$ cat src/design/smp_pkg.sv
// ----------------------------------------------------------------------------
// smp_pkg
// Shared types and constants for the SHA-1 message padder.
// ----------------------------------------------------------------------------
`default_nettype none

package smp_pkg;

	// Default width of the message byte counter
	localparam int DEF_COUNT_BITS = 61;
	// Default depth of the job queue between front and back
	localparam int DEF_QUEUE_DEPTH = 4;

	localparam logic [7:0] PAD_BYTE    = 8'h80;
	localparam logic [3:0] LEN_HI_SLOT = 4'd14;
	localparam logic [3:0] LAST_SLOT   = 4'd15;
	localparam logic [2:0] TAIL_OCTET  = 3'b111;  // byte index 56..63 within a block

	// Kind of job handed from front to back
	typedef enum logic {
		JOB_DATA   = 1'b0,  // one complete message word
		JOB_FINISH = 1'b1   // first padding word, then fill and length
	} job_kind_t;

	// Byte lane of the next byte within its word
	typedef enum logic [1:0] {
		LANE_0 = 2'd0,
		LANE_1 = 2'd1,
		LANE_2 = 2'd2,
		LANE_3 = 2'd3
	} lane_t;

	typedef struct packed {
		job_kind_t   kind;
		logic [31:0] word;
		logic [3:0]  slot;
		logic        two_blk;  // length does not fit in the current block
	} job_t;

	// Back end state machine, one-hot
	typedef enum logic [1:0] {
		ST_IDLE = 2'b01,
		ST_PAD  = 2'b10
	} back_state_t;

endpackage

`default_nettype wire

$ cat src/design/smp_front.sv
// ----------------------------------------------------------------------------
// smp_front
// Accepts bytes and finish commands, packs bytes into words, counts the
// message length and queues data and finish jobs for the back end.
// ----------------------------------------------------------------------------
`default_nettype none

module smp_front import smp_pkg::*; #(
	parameter int COUNT_BITS = DEF_COUNT_BITS
) (
	input  wire logic                  clk,
	input  wire logic                  arst_n,
	input  wire logic                  push,
	input  wire logic                  cmd,
	input  wire logic [7:0]            data_byte,
	input  wire logic                  q_full,
	output logic                       q_push,
	output job_t                       q_job,
	output logic [COUNT_BITS+2:0]      q_len
);

	logic [23:0]           partial_q;
	logic [COUNT_BITS-1:0] count_q;
	logic                  accept;
	lane_t                 lane;
	logic [31:0]           pad_word;

	assign accept = push && !q_full;
	assign lane   = lane_t'(count_q[1:0]);

	// First padding word: buffered bytes, then 0x80, then zeros
	always_comb begin
		case (lane)
			LANE_0:  pad_word = {PAD_BYTE, 24'h0};
			LANE_1:  pad_word = {partial_q[7:0], PAD_BYTE, 16'h0};
			LANE_2:  pad_word = {partial_q[15:0], PAD_BYTE, 8'h0};
			LANE_3:  pad_word = {partial_q[23:0], PAD_BYTE};
			default: pad_word = {PAD_BYTE, 24'h0};
		endcase
	end

	// Job toward the queue
	always_comb begin
		q_push        = 1'b0;
		q_job.kind    = JOB_DATA;
		q_job.word    = {partial_q, data_byte};
		q_job.slot    = count_q[5:2];
		q_job.two_blk = 1'b0;
		if (accept) begin
			if (cmd) begin
				q_push        = 1'b1;
				q_job.kind    = JOB_FINISH;
				q_job.word    = pad_word;
				q_job.two_blk = (count_q[5:3] == TAIL_OCTET);
			end else if (lane == LANE_3) begin
				q_push = 1'b1;
			end
		end
	end

	// Message length in bits
	assign q_len = {count_q, 3'b000};

	// Packing and byte count
	always_ff @(posedge clk or negedge arst_n) begin
		if (!arst_n) begin
			partial_q <= '0;
			count_q   <= '0;
		end else if (accept) begin
			if (cmd) begin
				partial_q <= '0;
				count_q   <= '0;
			end else begin
				partial_q <= (lane == LANE_3) ? 24'h0 : {partial_q[15:0], data_byte};
				count_q   <= count_q + 1'b1;
			end
		end
	end

endmodule

`default_nettype wire

$ cat src/design/smp_queue.sv
// ----------------------------------------------------------------------------
// smp_queue
// Short first-in first-out job queue between front and back end.
// ----------------------------------------------------------------------------
`default_nettype none

module smp_queue #(
	parameter int WIDTH = 8,
	parameter int DEPTH = 4
) (
	input  wire logic             clk,
	input  wire logic             arst_n,
	input  wire logic             wr_en,
	input  wire logic [WIDTH-1:0] wr_data,
	input  wire logic             rd_en,
	output logic      [WIDTH-1:0] rd_data,
	output logic                  full,
	output logic                  empty
);

	localparam int PW = (DEPTH > 1) ? $clog2(DEPTH) : 1;

	logic [WIDTH-1:0] entry_q [DEPTH];
	logic [PW-1:0]    wr_ptr_q;
	logic [PW-1:0]    rd_ptr_q;
	logic [PW:0]      fill_q;

	assign full    = (fill_q == (PW+1)'(DEPTH));
	assign empty   = (fill_q == '0);
	assign rd_data = entry_q[rd_ptr_q];

	// Entry storage
	always_ff @(posedge clk) begin
		if (wr_en) begin
			entry_q[wr_ptr_q] <= wr_data;
		end
	end

	// Pointers and fill level
	always_ff @(posedge clk or negedge arst_n) begin
		if (!arst_n) begin
			wr_ptr_q <= '0;
			rd_ptr_q <= '0;
			fill_q   <= '0;
		end else begin
			if (wr_en) begin
				wr_ptr_q <= (wr_ptr_q == PW'(DEPTH - 1)) ? '0 : wr_ptr_q + 1'b1;
			end
			if (rd_en) begin
				rd_ptr_q <= (rd_ptr_q == PW'(DEPTH - 1)) ? '0 : rd_ptr_q + 1'b1;
			end
			if (wr_en && !rd_en) begin
				fill_q <= fill_q + 1'b1;
			end else if (rd_en && !wr_en) begin
				fill_q <= fill_q - 1'b1;
			end
		end
	end

endmodule

`default_nettype wire

$ cat src/design/smp_back.sv
// ----------------------------------------------------------------------------
// smp_back
// Takes jobs from the queue and emits words: one for a data job, the
// padding, fill and length words of one or two blocks for a finish job.
// Holds the output register seen by the result side.
// ----------------------------------------------------------------------------
`default_nettype none

module smp_back import smp_pkg::*; #(
	parameter int COUNT_BITS = DEF_COUNT_BITS
) (
	input  wire logic                  clk,
	input  wire logic                  arst_n,
	input  wire logic                  q_empty,
	input  wire job_t                  q_job,
	input  wire logic [COUNT_BITS+2:0] q_len,
	output logic                       q_pop,
	input  wire logic                  pop,
	output logic                       empty,
	output logic [31:0]                word,
	output logic [3:0]                 slot,
	output logic                       block_end,
	output logic                       last
);

	back_state_t           state_q, state_d;
	logic [3:0]            slot_q, slot_d;
	logic                  final_q, final_d;  // working in the block that holds the length
	logic [COUNT_BITS+2:0] len_q, len_d;
	logic [63:0]           len64;
	logic                  out_valid_q;
	logic                  can_load;
	logic                  gen;
	logic [31:0]           gen_word;
	logic [3:0]            gen_slot;
	logic                  gen_end;
	logic                  gen_last;

	assign can_load = !out_valid_q || pop;
	assign len64    = 64'(len_q);
	assign empty    = !out_valid_q;

	// Word sequencer
	always_comb begin
		state_d  = state_q;
		slot_d   = slot_q;
		final_d  = final_q;
		len_d    = len_q;
		q_pop    = 1'b0;
		gen      = 1'b0;
		gen_word = q_job.word;
		gen_slot = q_job.slot;
		gen_end  = (q_job.slot == LAST_SLOT);
		gen_last = 1'b0;
		case (state_q)
			ST_IDLE: begin
				if (!q_empty && can_load) begin
					gen   = 1'b1;
					q_pop = 1'b1;
					if (q_job.kind == JOB_FINISH) begin
						state_d = ST_PAD;
						slot_d  = q_job.slot + 1'b1;
						final_d = !q_job.two_blk || (q_job.slot == LAST_SLOT);
						len_d   = q_len;
					end
				end
			end
			ST_PAD: begin
				gen_slot = slot_q;
				gen_end  = (slot_q == LAST_SLOT);
				gen_last = final_q && (slot_q == LAST_SLOT);
				if (final_q && slot_q == LEN_HI_SLOT) begin
					gen_word = len64[63:32];
				end else if (final_q && slot_q == LAST_SLOT) begin
					gen_word = len64[31:0];
				end else begin
					gen_word = 32'h0;
				end
				if (can_load) begin
					gen    = 1'b1;
					slot_d = slot_q + 1'b1;
					if (slot_q == LAST_SLOT) begin
						final_d = 1'b1;
					end
					if (gen_last) begin
						state_d = ST_IDLE;
					end
				end
			end
			default: begin
				state_d = ST_IDLE;
			end
		endcase
	end

	// Sequencer state
	always_ff @(posedge clk or negedge arst_n) begin
		if (!arst_n) begin
			state_q <= ST_IDLE;
			slot_q  <= '0;
			final_q <= 1'b0;
		end else begin
			state_q <= state_d;
			slot_q  <= slot_d;
			final_q <= final_d;
		end
	end

	always_ff @(posedge clk) begin
		len_q <= len_d;
	end

	// Output register
	always_ff @(posedge clk or negedge arst_n) begin
		if (!arst_n) begin
			out_valid_q <= 1'b0;
		end else if (gen) begin
			out_valid_q <= 1'b1;
		end else if (pop) begin
			out_valid_q <= 1'b0;
		end
	end

	always_ff @(posedge clk) begin
		if (gen) begin
			word      <= gen_word;
			slot      <= gen_slot;
			block_end <= gen_end;
			last      <= gen_last;
		end
	end

endmodule

`default_nettype wire

$ cat src/design/sha1_message_padder.sv
// ----------------------------------------------------------------------------
// sha1_message_padder
// SHA-1 message padding: byte packing, 0x80 and zero fill, bit length.
// ----------------------------------------------------------------------------
// Takes one message byte per cycle (cmd 0) and emits a word for every four
// bytes, with its slot in the 16-word block; block_end marks slot 15. A
// finish command (cmd 1) is also taken; the back end then puts out 3 to 18
// words, one per cycle while popped: buffered bytes with 0x80, zero words,
// and the 64-bit bit length in slots 14 and 15 of the final block, where
// last is set. Front and back are joined by a QUEUE_DEPTH-entry job queue,
// so the next message's bytes are taken while the padding is still being
// emitted; push is held off (full) only while that queue is full. A word
// waits in the output register until popped. The byte counter is
// COUNT_BITS wide and wraps.
`default_nettype none

module sha1_message_padder import smp_pkg::*; #(
	parameter int COUNT_BITS  = DEF_COUNT_BITS,
	parameter int QUEUE_DEPTH = DEF_QUEUE_DEPTH
) (
	input  wire logic        clk,
	input  wire logic        arst_n,
	input  wire logic        push,
	output logic             full,
	input  wire logic        cmd,
	input  wire logic [7:0]  data_byte,
	output logic             empty,
	input  wire logic        pop,
	output logic [31:0]      word,
	output logic [3:0]       slot,
	output logic             block_end,
	output logic             last
);

	localparam int LEN_W = COUNT_BITS + 3;
	localparam int QW    = $bits(job_t) + LEN_W;

	logic             q_push;
	logic             q_pop;
	logic             q_full;
	logic             q_empty;
	job_t             f_job;
	logic [LEN_W-1:0] f_len;
	job_t             b_job;
	logic [LEN_W-1:0] b_len;

	assign full = q_full;

	smp_front #(
		.COUNT_BITS(COUNT_BITS)
	) u_front (
		.clk       (clk),
		.arst_n    (arst_n),
		.push      (push),
		.cmd       (cmd),
		.data_byte (data_byte),
		.q_full    (q_full),
		.q_push    (q_push),
		.q_job     (f_job),
		.q_len     (f_len)
	);

	smp_queue #(
		.WIDTH(QW),
		.DEPTH(QUEUE_DEPTH)
	) u_queue (
		.clk     (clk),
		.arst_n  (arst_n),
		.wr_en   (q_push),
		.wr_data ({f_job, f_len}),
		.rd_en   (q_pop),
		.rd_data ({b_job, b_len}),
		.full    (q_full),
		.empty   (q_empty)
	);

	smp_back #(
		.COUNT_BITS(COUNT_BITS)
	) u_back (
		.clk       (clk),
		.arst_n    (arst_n),
		.q_empty   (q_empty),
		.q_job     (b_job),
		.q_len     (b_len),
		.q_pop     (q_pop),
		.pop       (pop),
		.empty     (empty),
		.word      (word),
		.slot      (slot),
		.block_end (block_end),
		.last      (last)
	);

`ifndef NO_ASSERTIONS
	// The final word always closes a block
	a_last_closes_block: assert property (@(posedge clk) disable iff (!arst_n)
		(!empty && last) |-> (block_end && slot == LAST_SLOT))
		else $error("last word not at end of block");

	// block_end only on slot 15
	a_block_end_slot: assert property (@(posedge clk) disable iff (!arst_n)
		(!empty && block_end) |-> (slot == LAST_SLOT))
		else $error("block_end on wrong slot");

	// Front never queues a job into a full queue
	a_no_overflow: assert property (@(posedge clk) disable iff (!arst_n)
		q_push |-> !q_full)
		else $error("job queue overflow");

	// Queue only drained when a word is produced into a free output register
	a_pop_needs_room: assert property (@(posedge clk) disable iff (!arst_n)
		q_pop |-> (!q_empty && (empty || pop)))
		else $error("job taken without room for its word");
`endif

endmodule

`default_nettype wire
$ cat config.mk
export PLATFORM = sky130hd
export DESIGN_NAME = sha1_message_padder
export DESIGN_NICKNAME = d
export VERILOG_FILES = /design/src/design/smp_pkg.sv /design/src/design/smp_front.sv /design/src/design/smp_queue.sv /design/src/design/smp_back.sv /design/src/design/sha1_message_padder.sv
export SDC_FILE = /design/constraint.sdc
export NUM_CORES = 1
export LEC_CHECK = 0
export ABC_AREA = 1
export BUFFER_PORTS_ARGS = -buffer_cell sky130_fd_sc_hd__buf_4
export CAP_MARGIN = 20
export CELL_PAD_IN_SITES_DETAIL_PLACEMENT = 2
export CELL_PAD_IN_SITES_GLOBAL_PLACEMENT = 2
export CORE_UTILIZATION = 39
export CTS_CLUSTER_DIAMETER = 30
export DETAILED_ROUTE_END_ITERATION = 10
export HOLD_SLACK_MARGIN = 0.15
export PLACE_DENSITY_LB_ADDON = 0.1
export SLEW_MARGIN = 15
export SYNTH_ARGS = -nofsm -noshare
export SYNTH_HDL_FRONTEND = slang
export SYNTH_SLANG_ARGS = --single-unit
$ cat constraint.sdc
create_clock -name clk -period 5.3 [get_ports clk]
set_input_delay 0.53 -clock clk [delete_from_list [all_inputs] [get_ports clk]]
set_output_delay 0.53 -clock clk [all_outputs]
set_load 0.01 [all_outputs]
### After elaboration in Yosys (flattened, before gate mapping)

Memory sizes are Yosys's and may differ from the RTL's.
Index checks and enable logic that the tools add are counted.

| word-level totals | value |
|---|---|
| bits in read-only memories | 0 |
| memories | 1 |
| word-level logic and storage cells | 104 |
| memory bits (writable) | 396 |
| bits of input ports | 13 |
| bits in registers | 202 |
| bits in latches | 0 |

| operators by class | value |
|---|---|
| divide/modulo/power cells | 0 |
| reductions and logical operators | 23 |
| multiply operators | 0 |
| mux-type cells | 42 |
| equality and inequality tests | 17 |
| $lt $le $gt $ge | 0 |
| shift-type cells | 0 |
| bitwise logic cells | 0 |
| add/sub/neg operators | 7 |

Memory list:

| name | depth | bits a word | read ports | clocked after memory_dff | write ports | RTL line | source |
|---|---|---|---|---|---|---|---|
| u_queue.entry_q | 4 | 99 | 1 | 0 | 1 | smp_queue.sv:23 | `logic [WIDTH-1:0] entry_q [DEPTH];` |

Operators by type and width:

| kind | count |
|---|---|
| case mux 32 bit (4 select lines) | 1 |
| two-way mux 32 bit | 3 |
| two-way mux 33 bit | 2 |
| adder 61 x 1 -> 61 bit, second input constant | 1 |
| two-way mux 61 bit | 1 |
| two-way mux 24 bit | 2 |
| two-way mux 1 bit | 17 |
| two-way mux 4 bit | 4 |
| == test 4 bit, second input constant | 3 |
| two-way mux 2 bit | 6 |
| == test 2 bit, second input constant | 5 |
| adder 4 x 1 -> 4 bit, second input constant | 2 |
| != test 2 x 1 -> 1 bit, second input constant | 4 |
| case mux 4 bit (2 select lines) | 1 |
| AND reduction 4 bit | 2 |
| == test 3 bit, second input constant | 2 |
| logical AND 1 bit | 6 |
| logical NOT 1 bit | 6 |
| two-way mux 3 bit | 2 |
| nonzero test 2 bit | 3 |
| AND reduction 5 bit | 1 |
| adder 2 x 1 -> 2 bit, second input constant | 2 |
| == test 2 x 1 -> 1 bit, second input constant | 2 |
| case mux 1 bit (2 select lines) | 2 |
| other kinds (8) | 9 |

### Depth between registers and ports, before layout

| logic depth | value |
|---|---|
| depth in word-level cells | 8 |
| depth in mapped cells | 12 |
| gate-level depth less buffers | 12 |

### By module

Synthesis repeated with hierarchy kept, for this count alone.

| second synthesis, totals | value |
|---|---|
| cells, all modules | 2393 |
| area total of the unflattened synthesis | 27122.3 um2 |

By module, submodules not included:

| module | instances | area an instance (um2) | cells each | seq. area each (um2) |
|---|---|---|---|---|
| smp_queue | 1 | 17028.8 | 1241 | 12426.9 |
| smp_front | 1 | 5456.5 | 810 | 2127.0 |
| smp_back | 1 | 4636.9 | 342 | 3264.4 |

### Worst setup path after synthesis

OpenSTA, ideal clock, no wires.

| timing path | value |
|---|---|
| path type | register -> register |
| start | register u_front.count_q[0] |
| end | memory u_queue.entry_q[0][0] in the netlist's numbering, enable pin |
| slack | -554 ps |
| clock period less this slack | 5854 ps |
| setup time | 550 ps |
| data arrival time | 5304 ps |
| stages on the path, launching flop included | 7 |
| path buffers | 1 |
| cells stage by stage | dfrtp_1 ha_1 buf_4 nor2_1 nor2_1 inv_1 nor2_1 |

| between the ends | value |
|---|---|
| longest elaborated chain between the ends | 6 |

RTL lines:

| element | RTL line | source |
|---|---|---|
| start: declaration | smp_front.sv:23 | `logic [COUNT_BITS-1:0] count_q;` |
| start signal: assignment | smp_front.sv:75 | `count_q <= count_q + 1'b1;` |
| == test 2 bit | smp_front.sv:55 | `end else if (lane == LANE_3) begin` |
| two-way mux 1 bit | smp_front.sv:55 |  |
| two-way mux 1 bit | smp_front.sv:50 | `if (cmd) begin` |
| two-way mux 1 bit | smp_front.sv:49 | `if (accept) begin` |
| via q_push | sha1_message_padder.sv:38 | `logic q_push;` |
| two-way mux 1 bit | smp_queue.sv:34 | `if (wr_en) begin` |
| two-way mux 1 bit (implied by the code) | smp_queue.sv:35 | `entry_q[wr_ptr_q] <= wr_data;` |
| end: declaration | smp_queue.sv:23 |  |

The timed path passes the listed nets, and every way through them passes these cells.

### Final worst setup path

Same ends and word-level chain as after synthesis.

==> results.sh <==
export IMPL_status="completed"
export IMPL_drt_pass1_iterations=5
export IMPL_grt_pass1_vias=20014
export IMPL_grt_pass1_wl_um=129000
export IMPL_antenna_found_initial=3
export IMPL_synthesis_nets=2134
export IMPL_async_reset_ff_share_pct=17.3
export IMPL_grt_max_degree=83
export IMPL_finClkSkew_ps=23.6
export IMPL_cp_end_kind="flop"
export IMPL_synth_edff_count=479
export IMPL_via_per_inst=5.60
export IMPL_setup_viol=0
export IMPL_synthCells=2107
export IMPL_fin_cells=3132
export IMPL_drc=0
export IMPL_slew_viol_final=0
export IMPL_start_util_pct=39.6
export IMPL_start_kind="flop"
export IMPL_min_path_type="in2reg"
export IMPL_worstMarginPinSlew_ps=1120
export IMPL_clock_path_buffers=3
export IMPL_cts_buffers=139
export IMPL_fin_util_pct=49.4
export IMPL_ys_seq_area_share_pct=70.3
export IMPL_antenna_cells=0
export IMPL_core_area_um2=60600
export IMPL_overflow=0
export IMPL_rsz0062_at_grt="false"
export IMPL_worstPathMaxFanout=23
export IMPL_yosysWarningCount=0
export IMPL_regArea_um2=16900
export IMPL_drtIter0Drc=1172
export IMPL_pin_count=53
export IMPL_post_cts_buffers=0
export IMPL_clkLatencyLatePin_ps=730
export IMPL_worstPathRequired_ps=5670
export IMPL_die_area_um2=62600
export IMPL_leakage_nw=11.3
export IMPL_reg2reg_slack_ps=1700
export IMPL_die_x_um=250
export IMPL_fillers=5935
export IMPL_via_count=17537
export IMPL_antenna_left=0
export IMPL_max_vdd_ir_drop_mv=0.291
export IMPL_io_buffers=52
export IMPL_rows=90
export IMPL_cts_tree="built"
export IMPL_htreeDepth=4
export IMPL_multi_input_area_um2=6170
export IMPL_timing_final_crit_share_pct=67.9
export IMPL_finalPower_mw=18.9
export IMPL_drive_gt1_share_pct=14.8
export IMPL_gp_congestion=0.769
export IMPL_wl_per_cell_um=27.6
export IMPL_avgSynthCellArea_um2=11.4
export IMPL_die_y_um=250
export IMPL_grt_util_all_layers_pct=28.2
export IMPL_fmax_ghz=0.278
export IMPL_final_hold_viol_count=0
export IMPL_placedCellCount=2871
export IMPL_critPathKind="reg2reg"
export IMPL_clock_sinks=579
export IMPL_crit_arrival_ps=3970
export IMPL_drv_cap=0
export IMPL_path_clk_slew_ps=50
export IMPL_powerDensity_nw_per_um2=631
export IMPL_yosysUniqueCellTypes=47
export IMPL_hold_ws_ps=264
export IMPL_fin_nets=2267
export IMPL_period_minus_slack_ps=3600
export IMPL_max_slew_margin_pct=25.1
export IMPL_wl_um=86500
export IMPL_hpwl_um=50000
export IMPL_synthToLayoutAreaGrowth_pct=24.7
export IMPL_synth_top_flop_cell="edfxtp_1"
export IMPL_cts_root_buf="clkbuf_16"
export IMPL_synth_area_um2=24000
export IMPL_synth_seq_cells=579
metal layers:
metal	up-vias	part of all wire, %	GRT usage, %	wire, µm
met3	173	4.6	5.59	3940
met1	9208	41	34.0	35300
met4	4	3.0	11.4	2570
met2	418	52	49.2	44700
li1	7734	-	-	-
met5	-	0.027	0	23
metrics by stage:
stage	setup slack (ps)	instance area, µm²	TNS, ps
2_1_floorplan	-554	24000	-210500
3_3_place_gp	2010	25300	0
3_5_place_dp	1840	25300	0
4_1_cts	1730	29900	0
5_1_grt	1530	29900	0
6_report	1700	29900	0
worst max-delay path, cell delays in order (launching register included):
cell     delay, ps
dfrtp_1        630
ha_1           460
nor2_2          90
nor2_1         430
inv_1          310
nor2_4         830
buf_4          490
cells by family (layout without fill, tap and decap cells):
kind of cell,count (synthesis),in the layout,share of synthesized area (%)
AOI/OAI and AO/OA,400,400,9.20
xor gates and xnor gates,3,3,0.109
and+or+nand+nor,860,860,15.4
adders and majority gates,14,14,0.761
buffers and inverters,251,494,4.16
DFF,579,579,70.3
cells in the mapped netlist, types with 5 or more instances:
library cell | n | area (µm²)
nor2_2 | 14 | 87.6
clkbuf_1 | 60 | 225
buf_4 | 7 | 52.6
o21ai_0 | 238 | 1190
nor2_1 | 327 | 1230
o22ai_1 | 96 | 601
a32o_1 | 7 | 70.1
o21a_1 | 7 | 52.6
nand2_2 | 5 | 31.3
nand2_1 | 313 | 1170
nor3_1 | 20 | 100
nor2_4 | 8 | 90.1
ha_1 | 13 | 163
nand3_1 | 135 | 676
buf_2 | 21 | 105
dfrtp_1 | 99 | 2480
a21oi_1 | 36 | 180
nand4_1 | 24 | 150
buf_1 | 7 | 26.3
edfxtp_1 | 479 | 14400
inv_1 | 149 | 559
o21ai_1 | 5 | 25.0
layout make-up:
| type | count | area share [%] |
|---|---|---|
| clock buffers | 182 | 12.9 |
| clock inverters | 69 | 2.38 |
| well taps | 782 | 3.27 |
| repair buffers | 88 | 2.46 |
| multi-input cells | 1277 | 20.6 |
| inverters | 155 | 1.97 |
| flip-flops and latches | 579 | 56.4 |
registers in the layout (all words and copies together) (netlist names), 3 cells and up:
| signal | count |
|---|---|
| u_queue.entry_q | 380 |
| u_back.len64 | 61 |
| u_front.count_q | 61 |
| u_back.word | 32 |
| u_front.partial_q | 24 |
| u_back.slot | 4 |
| u_back.slot_q | 4 |
| u_queue.fill_q | 3 |
final timing paths:
path,from,end,depth (start not counted)
setup reg to reg,u_front.count_q[0],u_queue.entry_q[0][0],6
max in group asynchronous,arst_n,u_queue.rd_ptr_q[0],3
setup / recovery,u_front.count_q[0],u_queue.entry_q[0][0],6
hold / removal,push,u_front.count_q[3],3
min in group asynchronous,arst_n,u_front.count_q[44],2
hold reg to reg,u_front.count_q[60],u_queue.entry_q[0][60],0
cell usage in the layout (no fill, tap or decap), drive strengths merged, types with 5 or more instances in the layout:
cell,Yosys,routed
nand3,138,138
inv,152,159
nor2,350,350
nand2,319,319
o22ai,96,96
bufinv,0,12
a21oi,37,37
edfxtp,479,479
dfrtp,99,99
nand4,25,25
clkinvlp,0,7
buf,35,78
clkinv,3,46
ha,13,13
a32o,7,7
o21ai,244,244
dlygate4sd3,0,10
nor3,22,22
clkbuf,61,182
o21a,7,7
nor3b,5,5
power breakdown:
part,internal [mW],leakage [nW],total (mW),switching [mW]
combinational,1.08,3.14,4.08,3.00
clock,5.66,2.24,8.35,2.70
sequential,6.03,5.88,6.45,0.417
repair_timing:
action	4_1_cts	5_1_grt
hold endpoints to repair	65	0
gates resized for setup	0	0
hold buffers	10	0
Power figures use the tool's default switching activity.
